==> src/rtl/bed_pkg.sv <==
// Shared constants, handshake structs and the hex digit helper for the
// backslash escape decoder. No dependencies.
package bed_pkg;

  localparam int BYTE_W         = 8;
  localparam int MAX_OUT_W      = 17;
  localparam int COUNT_BITS_DEF = 17;
  localparam int HOLD_DEPTH     = 5;
  localparam int HOLD_CNT_W     = 3;
  localparam int LIST_DEPTH     = HOLD_DEPTH + 1;
  localparam int LIST_CNT_W     = 3;

  localparam logic [MAX_OUT_W-1:0] MAX_OUT_RESET = 17'h10000;

  localparam logic [BYTE_W-1:0] CH_BSLASH = 8'h5C;
  localparam logic [BYTE_W-1:0] CH_X      = 8'h78;
  localparam logic [BYTE_W-1:0] CH_U      = 8'h75;

  // position after which each escape kind completes
  localparam logic [HOLD_CNT_W-1:0] X_DONE_POS = 3'd3;
  localparam logic [HOLD_CNT_W-1:0] U_DONE_POS = 3'd5;

  typedef struct packed {
    logic load;  // accept an input word and build its result list
    logic pop;   // move the head of the result list to the output register
    logic take;  // output register handed off downstream
  } bed_cmd_t;

  typedef struct packed {
    logic list_nz;   // result list holds at least one word
    logic list_one;  // result list holds exactly one word
    logic load_nz;   // the word at the input would produce a result
    logic out_full;  // output register holds a word
  } bed_stat_t;

  typedef struct packed {
    logic [BYTE_W-1:0] data;
    logic              valid;
  } bed_entry_t;

  // {is_hex, value}
  function automatic logic [4:0] hex_digit(input logic [BYTE_W-1:0] c);
    logic [4:0] r;
    r = 5'b0;
    if (c >= 8'h30 && c <= 8'h39) begin
      r = {1'b1, c[3:0]};
    end else if ((c >= 8'h61 && c <= 8'h66) || (c >= 8'h41 && c <= 8'h46)) begin
      r = {1'b1, c[3:0] + 4'd9};
    end
    return r;
  endfunction

endpackage

==> src/rtl/bed_if.sv <==
// Valid/ready channel interfaces for the escape decoder's input and output
// words. Depends on bed_pkg for field widths.
interface bed_in_if;
  logic                      valid;
  logic                      ready;
  logic [bed_pkg::BYTE_W-1:0] in_byte;
  logic                      in_last;

  modport source (output valid, output in_byte, output in_last, input ready);
  modport sink   (input valid, input in_byte, input in_last, output ready);
endinterface

interface bed_out_if;
  logic                      valid;
  logic                      ready;
  logic [bed_pkg::BYTE_W-1:0] out_byte;
  logic                      out_valid;
  logic                      run_last;
  logic                      stream_end;

  modport source (output valid, output out_byte, output out_valid,
                  output run_last, output stream_end, input ready);
  modport sink   (input valid, input out_byte, input out_valid,
                  input run_last, input stream_end, output ready);
endinterface

==> src/rtl/bed_datapath.sv <==
// Datapath of the escape decoder: held escape characters, byte counter,
// result list and output register. Depends on bed_pkg.
module bed_datapath #(
  parameter int COUNT_BITS = bed_pkg::COUNT_BITS_DEF
) (
  input  logic                          clk,
  input  logic                          rst,
  input  bed_pkg::bed_cmd_t             cmd,
  output bed_pkg::bed_stat_t            stat,
  input  logic [bed_pkg::BYTE_W-1:0]    in_byte,
  input  logic                          in_last,
  input  logic                          cfg_we,
  input  logic [bed_pkg::MAX_OUT_W-1:0] cfg_wdata,
  output logic [bed_pkg::BYTE_W-1:0]    out_byte,
  output logic                          out_valid,
  output logic                          run_last,
  output logic                          stream_end
);
  import bed_pkg::*;

  localparam int CMP_W = (COUNT_BITS > MAX_OUT_W) ? COUNT_BITS : MAX_OUT_W;

  logic [MAX_OUT_W-1:0]  max_output;
  logic [BYTE_W-1:0]     held [HOLD_DEPTH];
  logic [HOLD_CNT_W-1:0] held_count;
  logic [COUNT_BITS-1:0] emitted_count;
  bed_entry_t            list [LIST_DEPTH];
  logic [LIST_CNT_W-1:0] list_len;
  logic                  list_last;
  logic                  out_full;

  logic [HOLD_CNT_W-1:0] pos, prev_idx;
  logic [4:0]            hx, hp;
  logic                  is_x1, ok, done, fresh, stored, app_c;
  logic [LIST_CNT_W-1:0] pre_len, n_all, n_eff, load_len;
  logic [CMP_W-1:0]      max_w, cap_w, emit_w, lim_w, room_w;
  bed_entry_t            new_list [LIST_DEPTH];

  always_comb begin
    pos      = held_count;
    prev_idx = (pos == '0) ? '0 : pos - 3'd1;
    hx       = hex_digit(in_byte);
    hp       = hex_digit(held[prev_idx]);
    is_x1    = (held[1] == CH_X);

    ok = 1'b0;
    if (pos == 3'd1) begin
      ok = (in_byte == CH_X) || (in_byte == CH_U);
    end else if (pos >= 3'd2) begin
      ok = hx[4] && (is_x1 ? (pos <= X_DONE_POS) : (pos <= U_DONE_POS));
    end
    done   = ok && ((is_x1 && pos == X_DONE_POS) || (held[1] == CH_U && pos == U_DONE_POS));
    fresh  = !ok;
    stored = ok && !done;

    // broken escape or stream end: held characters go out literally first
    pre_len = (!done && (fresh || in_last)) ? pos : '0;
    app_c   = done ? 1'b0 : (fresh ? (in_byte != CH_BSLASH || in_last) : in_last);
    n_all   = done ? 3'd1 : pre_len + {2'b0, app_c};

    max_w  = CMP_W'(max_output);
    cap_w  = CMP_W'({COUNT_BITS{1'b1}});
    emit_w = CMP_W'(emitted_count);
    lim_w  = (max_w < cap_w) ? max_w : cap_w;
    room_w = (emit_w >= lim_w) ? '0 : lim_w - emit_w;
    n_eff  = (room_w < CMP_W'(n_all)) ? LIST_CNT_W'(room_w) : n_all;

    load_len = (n_eff == '0 && in_last) ? 3'd1 : n_eff;

    for (int i = 0; i < LIST_DEPTH; i++) begin
      new_list[i].valid = 1'b1;
      new_list[i].data  = in_byte;
    end
    for (int i = 0; i < HOLD_DEPTH; i++) begin
      if (LIST_CNT_W'(i) < pre_len) begin
        new_list[i].data = held[i];
      end
    end
    if (done) begin
      new_list[0].data = {hp[3:0], hx[3:0]};
    end
    // bare end marker
    if (n_eff == '0) begin
      new_list[0].data  = '0;
      new_list[0].valid = 1'b0;
    end

    stat.list_nz  = (list_len != '0);
    stat.list_one = (list_len == 3'd1);
    stat.load_nz  = (load_len != '0);
    stat.out_full = out_full;
  end

  always_ff @(posedge clk) begin
    if (rst) begin
      max_output    <= MAX_OUT_RESET;
      held_count    <= '0;
      emitted_count <= '0;
      list_len      <= '0;
      out_full      <= 1'b0;
    end else begin
      if (cfg_we) begin
        max_output <= cfg_wdata;
      end
      if (cmd.load) begin
        if (in_last) begin
          held_count    <= '0;
          emitted_count <= '0;
        end else begin
          emitted_count <= emitted_count + COUNT_BITS'(n_eff);
          if (stored) begin
            held_count <= pos + 3'd1;
          end else if (in_byte == CH_BSLASH && fresh) begin
            held_count <= 3'd1;
          end else begin
            held_count <= '0;
          end
        end
        list_len <= load_len;
      end else if (cmd.pop) begin
        list_len <= list_len - 3'd1;
      end
      if (cmd.pop) begin
        out_full <= 1'b1;
      end else if (cmd.take) begin
        out_full <= 1'b0;
      end
    end
  end

  always_ff @(posedge clk) begin
    if (cmd.load) begin
      if (stored) begin
        held[pos] <= in_byte;
      end else if (fresh) begin
        held[0] <= in_byte;
      end
      list      <= new_list;
      list_last <= in_last;
    end else if (cmd.pop) begin
      // advance the list by one word
      for (int i = 0; i < LIST_DEPTH - 1; i++) begin
        list[i] <= list[i+1];
      end
    end
    if (cmd.pop) begin
      out_byte   <= list[0].data;
      out_valid  <= list[0].valid;
      run_last   <= (list_len == 3'd1);
      stream_end <= (list_len == 3'd1) && list_last;
    end
  end

  a_held_bound: assert property (@(posedge clk) disable iff (rst)
    held_count <= HOLD_CNT_W'(HOLD_DEPTH))
    else $error("held_count beyond hold depth");

  a_list_bound: assert property (@(posedge clk) disable iff (rst)
    list_len <= LIST_CNT_W'(LIST_DEPTH))
    else $error("result list overflow");

  a_stream_clear: assert property (@(posedge clk) disable iff (rst)
    cmd.load && in_last |=> emitted_count == '0 && held_count == '0)
    else $error("stream state not cleared at stream end");

  a_pop_needs_word: assert property (@(posedge clk) disable iff (rst)
    cmd.pop |-> list_len != '0)
    else $error("pop from empty result list");

endmodule

==> src/rtl/bed_ctrl.sv <==
// Controller of the escape decoder: input acceptance and draining of the
// result list into the output register. Depends on bed_pkg.
module bed_ctrl (
  input  logic               clk,
  input  logic               rst,
  input  logic               in_valid,
  output logic               in_ready,
  input  logic               out_ready,
  input  bed_pkg::bed_stat_t stat,
  output bed_pkg::bed_cmd_t  cmd
);
  import bed_pkg::*;

  typedef enum logic [1:0] {
    ST_IDLE  = 2'b01,
    ST_DRAIN = 2'b10
  } bed_state_t;

  bed_state_t state, state_next;

  always_comb begin
    cmd.take = stat.out_full && out_ready;
    cmd.pop  = (state == ST_DRAIN) && (!stat.out_full || out_ready);
    // take the next word in the cycle the last queued word leaves
    in_ready = !rst && ((state == ST_IDLE) || (stat.list_one && cmd.pop));
    cmd.load = in_valid && in_ready;

    state_next = state;
    unique case (state)
      ST_IDLE: begin
        if (cmd.load && stat.load_nz) begin
          state_next = ST_DRAIN;
        end
      end
      ST_DRAIN: begin
        if (cmd.load) begin
          state_next = stat.load_nz ? ST_DRAIN : ST_IDLE;
        end else if (cmd.pop && stat.list_one) begin
          state_next = ST_IDLE;
        end
      end
      default: state_next = ST_IDLE;
    endcase
  end

  always_ff @(posedge clk) begin
    if (rst) begin
      state <= ST_IDLE;
    end else begin
      state <= state_next;
    end
  end

  a_state_tracks_list: assert property (@(posedge clk) disable iff (rst)
    (state == ST_DRAIN) == stat.list_nz)
    else $error("controller state out of step with result list");

endmodule

==> src/rtl/backslash_escape_decoder.sv <==
// Backslash escape decoder: \xHH gives one byte, \uHHHH gives the low byte of
// the value, everything else passes through; a broken escape is replayed
// literally and a stream end flushes held characters, with a bare end marker
// if nothing else goes out. A new input word is taken while idle or as the last
// result word of the one before moves to the output register, so plain text runs
// at one byte per cycle while the output does not stall. A broken escape yields
// up to six result words, which drain one word per cycle into the output register
// unless it is stalled. Top level; uses bed_pkg, bed_if, bed_ctrl and bed_datapath.
module backslash_escape_decoder #(
  parameter int COUNT_BITS = bed_pkg::COUNT_BITS_DEF
) (
  input  logic                          clk,
  input  logic                          rst,
  input  logic                          cfg_we,
  input  logic [bed_pkg::MAX_OUT_W-1:0] cfg_wdata,
  bed_in_if.sink                        din,
  bed_out_if.source                     dout
);
  import bed_pkg::*;

  bed_cmd_t  cmd;
  bed_stat_t stat;

  bed_ctrl u_ctrl (
    .clk       (clk),
    .rst       (rst),
    .in_valid  (din.valid),
    .in_ready  (din.ready),
    .out_ready (dout.ready),
    .stat      (stat),
    .cmd       (cmd)
  );

  bed_datapath #(
    .COUNT_BITS (COUNT_BITS)
  ) u_datapath (
    .clk        (clk),
    .rst        (rst),
    .cmd        (cmd),
    .stat       (stat),
    .in_byte    (din.in_byte),
    .in_last    (din.in_last),
    .cfg_we     (cfg_we),
    .cfg_wdata  (cfg_wdata),
    .out_byte   (dout.out_byte),
    .out_valid  (dout.out_valid),
    .run_last   (dout.run_last),
    .stream_end (dout.stream_end)
  );

  assign dout.valid = stat.out_full;

endmodule
==> src/flat_wrapper.sv <==
// flat-port wrapper written by rule: the top's interface ports become plain ports
module backslash_escape_decoder_flat import bed_pkg::*;
#(
  parameter int COUNT_BITS = bed_pkg::COUNT_BITS_DEF
)
  (clk, rst, cfg_we, cfg_wdata, din_valid, din_in_byte, din_in_last, din_ready, dout_valid, dout_out_byte, dout_out_valid, dout_run_last, dout_stream_end, dout_ready);
  bed_in_if din_i ();
  bed_out_if dout_i ();
  input  logic clk;
  input  logic rst;
  input  logic cfg_we;
  input  logic [bed_pkg::MAX_OUT_W-1:0] cfg_wdata;
  input wire logic [$bits(din_i.valid)-1:0] din_valid;
  input wire logic [$bits(din_i.in_byte)-1:0] din_in_byte;
  input wire logic [$bits(din_i.in_last)-1:0] din_in_last;
  output wire logic [$bits(din_i.ready)-1:0] din_ready;
  output wire logic [$bits(dout_i.valid)-1:0] dout_valid;
  output wire logic [$bits(dout_i.out_byte)-1:0] dout_out_byte;
  output wire logic [$bits(dout_i.out_valid)-1:0] dout_out_valid;
  output wire logic [$bits(dout_i.run_last)-1:0] dout_run_last;
  output wire logic [$bits(dout_i.stream_end)-1:0] dout_stream_end;
  input wire logic [$bits(dout_i.ready)-1:0] dout_ready;
  assign din_i.valid = din_valid;
  assign din_i.in_byte = din_in_byte;
  assign din_i.in_last = din_in_last;
  assign din_ready = din_i.ready;
  assign dout_valid = dout_i.valid;
  assign dout_out_byte = dout_i.out_byte;
  assign dout_out_valid = dout_i.out_valid;
  assign dout_run_last = dout_i.run_last;
  assign dout_stream_end = dout_i.stream_end;
  assign dout_i.ready = dout_ready;
  backslash_escape_decoder #(.COUNT_BITS(COUNT_BITS)) u_core (.clk(clk), .rst(rst), .cfg_we(cfg_we), .cfg_wdata(cfg_wdata), .din(din_i), .dout(dout_i));
endmodule
==> config.mk <==
export PLATFORM = sky130hd
export DESIGN_NAME = backslash_escape_decoder_flat
export DESIGN_NICKNAME = d
export VERILOG_FILES = /design/src/rtl/bed_pkg.sv /design/src/rtl/bed_if.sv /design/src/rtl/bed_datapath.sv /design/src/rtl/bed_ctrl.sv /design/src/rtl/backslash_escape_decoder.sv /design/src/flat_wrapper.sv
export SDC_FILE = /design/constraint.sdc
export NUM_CORES = 1
export LEC_CHECK = 0
export BUFFER_PORTS_ARGS = -buffer_cell sky130_fd_sc_hd__buf_2
export CORE_MARGIN = 1
export CORE_UTILIZATION = 45
export CTS_CLUSTER_DIAMETER = 100
export DETAILED_ROUTE_END_ITERATION = 10
export PLACE_DENSITY = 0.65
export SLEW_MARGIN = 0
export SYNTH_ARGS = -nofsm -noshare
export SYNTH_HDL_FRONTEND = slang
export SYNTH_SLANG_ARGS = --single-unit
==> constraint.sdc <==
create_clock -name clk -period 7.7 [get_ports clk]
set_clock_uncertainty 0.15 [all_clocks]
set_input_delay 0.77 -clock clk [delete_from_list [all_inputs] [get_ports clk]]
set_output_delay 0.77 -clock clk [all_outputs]
set_load 0.1 [all_outputs]
# == Word-level counts from Yosys, hierarchy flattened ==
# Memory sizes are Yosys's and may differ from the RTL's.
# Index checks and enable logic that the tools add are counted.
# classes
reduce_logical,40
shifts,0
n_mul,0
n_lt_le_gt_ge,23
n_addsub,8
mux,48
eq_ne,14
div,0
bitwise,0
# op_table
operator,count
$mux W45,2
$mux W8,7
$mux W17,3
$eq A8 B7 Y1 const B,5
$ge A8 B7 Y1 const B,4
$le A8 B7 Y1 const B,4
$mux W3,10
$logic_and A1 B1 Y1,21
$add A17 B3 Y17,1
$ge A17 B17 Y1,1
$lt A17 B17 Y1 const B,1
$lt A17 B3 Y1,1
$sub A17 B17 Y17,1
$ge A8 B6 Y1 const B,2
$le A8 B6 Y1 const B,2
$mux W1,16
$mux W5,2
$mux W9,1
$add A4 B4 Y4 const B,2
$logic_or A1 B1 Y1,8
$mux W2,4
$mux W4,2
$ne A8 B7 Y1 const B,1
$reduce_or A8 Y1,1
22 further kinds,31
# totals
regBits,104
latchBits,0
ram_bits,40
input_bits,31
output_inout_bits,13
memories,1
elab_cells,152
mem_bits_ro,0
# memory_table
name,words,width,read_ports,rd_clocked_by_memory_dff,write_ports,line_no,text
u_core.u_datapath.held,5,8,6,0,1,bed_datapath.sv:24,logic [BYTE_W-1:0] held [HOLD_DEPTH];

# == Logic depth before layout (Yosys ltp) ==
# Gate-level depths: netlist of run 1.
# depth
ltp_word,23
mapped_depth,28
mapped_depth_nobuf,28

# == By module ==
# A second synthesis of run 1 with hierarchy kept.
# unflattened
cells_unflattened,830
hier_area_um2,9052.4
# modules_own_cells
mod,n_inst,seq_area_each_um2,area_each_um2,cells_each
bed_datapath,1,4574.4,8872.3,806
bed_ctrl,1,40.0,180.2,24

# == Least setup slack after synthesis of run 1 ==
# Ideal clock, no wire load.
# synth_timing
kind,input-to-reg
start,input port din_in_byte[3]
end,"register u_core.u_datapath.emitted_count[14], in the netlist u_core.u_datapath.emit_w[14]"
required_ns,7.422
path_stages,27
slack_ns,1.111
setup_ns,0.128
n_path_buf,2
arrival_ns,6.311
path_cell_list,clkbuf_1 -> nor4b_1 -> o311ai_1 -> a221o_1 -> o31ai_2 -> and2_1 -> clkbuf_1 -> nor2_1 -> ha_1 -> ha_1 -> xor2_1 -> or2_2 -> ha_1 -> a21o_2 -> nor3_1 -> nand3_1 -> and4bb_2 -> a211o_1 -> ha_1 -> inv_1 -> fa_1 -> nor2b_1 -> o21ai_0 -> nor3_1 -> nand4_1 -> xnor2_1 -> nor2_1
# synth_via
elab_chain_cells,18
elab_cells_between_ends,34
cone_classes,2 x add/sub; 7 x order compare; 3 x eq/ne; 10 x mux; 12 x reduce/logical
# synth_rtl
item,line_no,text
start: declaration,flat_wrapper.sv:14,input wire logic [$bits(din_i.in_byte)-1:0] din_in_byte;
$ge A8 B7 Y1 or $le A8 B7 Y1 (tied branches),bed_pkg.sv:47,end else if ((c >= 8'h61 && c <= 8'h66) || (c >= 8'h41 && c <= 8'h46)) begin
$logic_and A1 B1 Y1,bed_pkg.sv:47,
$logic_or A1 B1 Y1,bed_pkg.sv:47,
$mux W5,bed_pkg.sv:47,
$mux W5,bed_pkg.sv:45,if (c >= 8'h30 && c <= 8'h39) begin
$logic_and A1 B1 Y1,bed_datapath.sv:50,ok = hx[4] && (is_x1 ? (pos <= X_DONE_POS) : (pos <= U_DONE_POS));
$mux W1,bed_datapath.sv:49,end else if (pos >= 3'd2) begin
$mux W1,bed_datapath.sv:47,if (pos == 3'd1) begin
[... 2 more ...],--,
$logic_and A1 B1 Y1,bed_datapath.sv:57,pre_len = (!done && (fresh || in_last)) ? pos : '0;
$mux W3,bed_datapath.sv:57,
$add A3 B1 Y3,bed_datapath.sv:59,"n_all = done ? 3'd1 : pre_len + {2'b0, app_c};"
$mux W3 *,bed_datapath.sv:59,
$lt A17 B3 Y1,bed_datapath.sv:66,n_eff = (room_w < CMP_W'(n_all)) ? LIST_CNT_W'(room_w) : n_all;
$mux W3 *,bed_datapath.sv:66,
$add A17 B3 Y17 *,bed_datapath.sv:110,emitted_count <= emitted_count + COUNT_BITS'(n_eff);
$mux W17 *,bed_datapath.sv:106,if (in_last) begin
end signal: assignment,bed_datapath.sv:110,
end: declaration,bed_datapath.sv:26,logic [COUNT_BITS-1:0] emitted_count;
# Every way passes the cells marked *; elsewhere a longest branch is shown, timed or not.
# A chain may end at the register's enable or synchronous reset.

# == Final worst setup path of run 1 ==
# layout_timing
start,input port din_in_byte[6]
end,"register u_core.u_datapath.emitted_count[14], in the netlist u_core.u_datapath.emit_w[14]"
# The elaborated chain is that of the path after synthesis.

==> results of run 1 <==
[layer usage]
metal,GRT usage,vias up,wire [um]
met5,0,-,0
met4,0.06684,0,309
met3,0.04560,23,1314
met2,0.3024,189,9252
met1,0.3099,3187,10330
li1,-,3167,-
[worst max-delay path, delay by kind of cell]
| kind | cells | cell delay, ns |
|---|---|---|
| simple gates | 11 | 1.99 |
| compound gates | 7 | 1.94 |
| fa+ha+maj | 5 | 1.25 |
| buf+inv | 3 | 0.49 |
| xor+xnor | 2 | 0.31 |
[per-stage QoR]
stage | power [W] | worst slack (ns)
floorplan | 0.001474 | 1.111
global placement | 0.001576 | 0.8553
detailed placement | 0.001585 | 0.7120
CTS | 0.002495 | 1.151
global route | 0.002583 | 0.5168
finish | 0.002475 | 1.095
[kinds of logic (layout without fill, tap and decap cells)]
| logic type | Yosys count | count (layout) | share of synthesized area |
|---|---|---|---|
| AO/OA/AOI/OAI | 181 | 181 | 0.1293 |
| XOR/XNOR | 22 | 22 | 0.02085 |
| adder cells (fa/ha/maj) | 44 | 44 | 0.06120 |
| buffers and inverters | 100 | 133 | 0.04807 |
| flip-flops | 168 | 168 | 0.4994 |
| multiplexers | 76 | 76 | 0.1044 |
| AND/OR/NAND/NOR | 256 | 256 | 0.1368 |
[worst min-delay path by stage]
stage	from	end	slack (ns)	cells past startpoint
CTS	u_core.u_datapath.list[47]	u_core.u_datapath.out_byte[1]	0.26	0
detailed placement	u_core.u_datapath.list[48]	u_core.u_datapath.out_byte[2]	0.25	0
global placement	u_core.u_datapath.list[51]	u_core.u_datapath.out_byte[5]	0.25	0
finish	u_core.u_datapath.list[47]	u_core.u_datapath.out_byte[1]	0.26	0
global route	u_core.u_datapath.list[47]	u_core.u_datapath.out_byte[1]	0.27	0
floorplan	u_core.u_datapath.list[46]	u_core.u_datapath.out_byte[0]	0.25	0
[sequential cells by signal, summed over array words and instances (netlist names)]
name and flops:
u_core.u_datapath.run_last 1, u_core.u_datapath.held 64, u_core.u_datapath.emit_w 17, u_core.u_datapath.list_len 3, u_core.u_datapath.out_full 1, u_core.u_datapath.list_last 1
u_core.u_datapath.stream_end 1, u_core.u_datapath.max_output 17, u_core.u_datapath.list 49, u_core.u_ctrl.state 2, u_core.u_datapath.out_valid 1, u_core.u_datapath.held_count 3
u_core.u_datapath.out_byte 8
[cells in the mapped netlist, types with 4 or more instances]
cell type,number
edfxtp_1,125
nand2_1,75
nor2_1,73
mux2i_1,57
o21ai_0,54
dfxtp_1,43
inv_1,43
ha_1,42
a21oi_1,38
clkbuf_1,38
nand3_1,22
xnor2_1,17
mux4_2,16
nor3_1,14
nor2b_1,12
a21o_1,8
a211oi_1,7
nor4_1,7
o31ai_1,7
nand4_1,6
and2_1,5
buf_1,5
nand2b_1,5
nor3b_1,5
o22ai_1,5
or2_2,5
xor2_1,5
a21boi_0,4
a221oi_1,4
buf_4,4
nand3b_1,4
o21a_1,4
o21ai_1,4
or3_1,4
[layout make-up]
cell class | instances | share of cell area
inverter | 46 | 0.01681
clock inverter | 15 | 0.02022
multi-input combinational | 579 | 0.4097
clock buffer | 17 | 0.04142
sequential | 168 | 0.4493
tap | 270 | 0.03289
timing repair buffer | 55 | 0.02972
[power by group through the flow]
| stage | registers (W) | clock network (W) | logic (W) |
|---|---|---|---|
| after floorplan | 0.00116 | 0 | 0.000311 |
| after global placement | 0.00113 | 0 | 0.000441 |
| after detailed placement | 0.00114 | 0 | 0.000447 |
| after CTS | 0.00112 | 0.000928 | 0.000449 |
| after global routing | 0.00113 | 0.000960 | 0.000498 |
| final | 0.00112 | 0.000912 | 0.000447 |
==> flow_summary.ini, run 1 <==
[logic_synthesis]
synth_edf_count = 125
synthFlopType = edfxtp_1
synth_area_leader_cell = edfxtp_1
netlist-cell-type-count = 81
async_reset_ff_frac = 0
synthCells = 847
synth_top_area_share = 0.4062
synth_seq_cells = 168
yosysWarnings = 0
syn_area_per_cell_sq_um = 10.91
ys_top_cells_by_area = edfxtp_1, dfxtp_1, mux2i_1
yosysSeqAreaShare = 0.4994
netlist_area_sq_um = 9240
syn_nets = 922

[pwr]
leakage_nw = 3.825
power_frac_comb = 0.180
p_seq_frac = 0.451
switchingPower_w = 0.0007713
p_per_area_nw_per_um2 = 241.0
power_frac_clock = 0.368
internal-power_w = 0.001704
swShare = 0.3116
irDropWorstVdd_mv = 0.1396

[routing]
wirelength_um = 21200
firstDrtPassIters = 5
drc_errors = 0
via_per_inst = 5.710
ant_nets = 0
drt-wirelength-per-cell_um = 18.44
first_iter_violations = 649
vias = 6566

[setup_path]
slowest_stage = o31ai_2
r2r_cells = 27
critical_path.max_fanout = 17
startpoint = din_in_byte[6]
cp.arrival_ns = 6.77
max_stage_delay_ns = 0.61
endpoint = u_core.u_datapath.emit_w[14]
cp_common_cell = ha_1
end_kind = register
rrSetupSlack_ns = 1.19
r2r_end = u_core.u_datapath.emit_w[14]
startpoint_type = input port
rr_startpoint = u_core.u_datapath.held[1][0]
critPathKind = in2reg
worstPathRequired_ns = 7.87

[place]
dpl.hpwl_um = 14500
placed_cells = 1118
placed_area_sq_um = 9638
gp_congestion = 0.8956
io_buffers = 43

[floorplanning]
fp.dieArea_sq_um = 21110
die_y_um = 145.3
dieWidth_um = 145.3
fp-row-count = 52
ios = 44
initial_core_util = 0.4581
core_sq_um = 20170

[final_layout]
diodes = 0
final_nets = 942
nFillCells = 1819
final_util = 0.5092
final_common_cell = edfxtp_1
final_cell_mix = edfxtp_1, nand2_1, nor2_1
seqCellArea_sq_um = 4614
final_layout_size_suffix_gt1_frac = 0.1568
multi_input_area_sq_um = 4208
design_area_sq_um = 10270
area_delta_synth_final_pct = 11.16
fin_cells = 1150

[clocking]
clock_path_buffers = 2
cts_tree = yes
cts-root-buf = clkbuf_16
ctsHtreeMaxLevel = 4
path_clk_slew_ns = 0.08
cts_setup_buffers = 0
numCtsBuffers = 17
clock-sinks = 168
ctsResizeCount = 0
clock_latency_ns = 0.45
hold_buffers = 0

[sta]
tightest_slew_ns = 1.076
rsz0062_at_grt = no
hold_slack_ns = 0.2597
finalSetupViolations = 0
min_period_ns = 6.605
max_slew_margin = 0.2824
max_clock_freq_mhz = 151.4
slew_violations = 0
finalHoldViolations = 0
period_share = 0.8578
fin_setup_tns_ns = 0

[global_routing]
grt_pass1_vias = 6145
globalRouteOverflowTotal = 0
grt_max_degree = 99
antenna_found_initial = 0
grt_pass1_wl_um = 33620
grt_usage = 0.2090

[worst_hold_path]
hp-class = reg2reg

[run]
maxCapViolations = 0

[status]
status = complete, no violations
No activity file was read; power rests on OpenSTA's default activity.
==> run 2: changes to the inputs <==
Settings changed: CORE_UTILIZATION 45 to 60, PLACE_DENSITY 0.65 to 0.82.
==> flow_summary.ini, run 2 (synthesis results as in run 1) <==
[clocking]
numCtsBuffers = 17
cts-root-buf = clkbuf_16
clock_latency_ns = 0.44
clock_path_buffers = 2
clock-sinks = 168
ctsHtreeMaxLevel = 4
cts_tree = yes
path_clk_slew_ns = 0.07
cts_setup_buffers = 0

[sta]
finalHoldViolations = 0
fin_setup_tns_ns = 0
max_clock_freq_mhz = 141.6
slew_violations = 0
min_period_ns = 7.064
period_share = 0.9175
finalSetupViolations = 0
rsz0062_at_grt = no
max_slew_margin = 0.1979
tightest_slew_ns = 1.203

[routing]
via_per_inst = 6.359
drc_errors = 0
first_iter_violations = 700
firstDrtPassIters = 6
ant_nets = 0
drt-wirelength-per-cell_um = 19.59
wirelength_um = 20900
vias = 6785

[global_routing]
grt_max_degree = 98
grt_usage = 0.2765
antenna_found_initial = 0
grt_pass1_vias = 6487
grt_pass1_wl_um = 33820
globalRouteOverflowTotal = 0

[final_layout]
largest_reg_flops = 64
top_register = u_core.u_datapath.held
final_layout_size_suffix_gt1_frac = 0.1552
final_common_cell = edfxtp_1
fin_cells = 1067
final_util = 0.6853
diodes = 0
top_regs = u_core.u_datapath.held (64), u_core.u_datapath.list (49)
area_delta_synth_final_pct = 9.424
design_area_sq_um = 10110
final_cell_mix = edfxtp_1, nand2_1, nor2_1
final_nets = 945
nFillCells = 1067

[floorplanning]
initial_core_util = 0.6263
dieWidth_um = 126.1
core_sq_um = 14750
ios = 44
die_y_um = 126.1
fp.dieArea_sq_um = 15900
fp-row-count = 44

[place]
io_buffers = 43
placed_area_sq_um = 9539
dpl.hpwl_um = 14090
placed_cells = 1035
gp_congestion = 0.9288

[setup_path]
worstPathRequired_ns = 7.86
critical_path.max_fanout = 17
critPathKind = in2reg
end_kind = register
cp.arrival_ns = 7.22
startpoint_type = input port

[pwr]
p_per_area_nw_per_um2 = 237.3
irDropWorstVdd_mv = 0.1578
leakage_nw = 3.805

[worst_hold_path]
hp-class = reg2reg

[status]
status = complete, no violations

[run]
maxCapViolations = 0
==> run 2: changes by cell type in the layout (fill, tap and decap cells not counted), moves of 2 or more <==
cell	before	now
buf_4	12	15
clkinv_8	4	0
clkinvlp_4	0	2
inv_6	1	5
inv_8	7	2
==> run 2: area by class of cell <==
cell class	instances	area, sq um	area share
sequential	168	4614	0.4564
clock inverter	14	137.6	0.01361
multi-input combinational	579	4199	0.4153
tap	184	230.2	0.02277
timing repair buffer	58	327.8	0.03242
clock buffer	18	429.2	0.04245
inverter	46	172.7	0.01708
==> run 2: what timing repair did <==
item | CTS | global route
gates resized for setup | 0 | 1
hold buffers | 0 | 0
setup endpoints to repair | 0 | 2
==> run 2: final timing paths <==
check,from,end,slack (ns),cells after the start
min reg2reg,u_core.u_datapath.list[49],u_core.u_datapath.out_byte[3],0.27,0
max,din_in_byte[4],u_core.u_datapath.emit_w[16],0.64,27
min,u_core.u_datapath.list[49],u_core.u_datapath.out_byte[3],0.27,0
max reg2reg,u_core.u_datapath.held_count[1],u_core.u_datapath.emit_w[16],0.90,27
==> run 2: per-layer routing <==
layer  global-route usage  vias to the layer above  part of all wire
li1                     -                     3175                 -
met1               0.3875                     3237              0.44
met2               0.4062                      317              0.44
met3              0.07052                       56             0.093
met4               0.1240                        0             0.027
met5                    0                        -                 0
==> run 2: worst max-delay path: stages <==
cell      delay, ns
buf_2          0.21
nor4b_1        0.53
o311ai_1       0.29
a221o_1        0.45
o31ai_2        0.61
a21oi_1        0.10
nor2_1         0.16
nor2_1         0.06
ha_1           0.20
ha_1           0.19
xor2_1         0.17
or2_2          0.33
ha_1           0.31
a21o_2         0.23
nor3_1         0.18
nand3_1        0.11
and4bb_2       0.33
a211o_1        0.19
ha_1           0.20
inv_1          0.06
fa_1           0.39
nor2b_1        0.18
o21ai_0        0.16
nor3_2         0.41
nand3_1        0.16
xnor2_1        0.18
nor2_1         0.05
==> run 2: power by group <==
part / internal (W) / total, W / switching (W)
clock: 0.000454 / 0.000831 / 0.000378
sequential: 0.00109 / 0.00112 / 0.0000251
combinational: 0.000135 / 0.000451 / 0.000316
==> run 2: through the flow <==
step	setup WS, ns	total power, W	hold WS (ns)
detailed placement	0.2270	0.001579	0.2554
global placement	0.4761	0.001565	0.2514
global route	0.2046	0.002495	0.2754
floorplan	1.111	0.001474	0.2503
CTS	0.6263	0.002401	0.2688
finish	0.6356	0.002400	0.2679
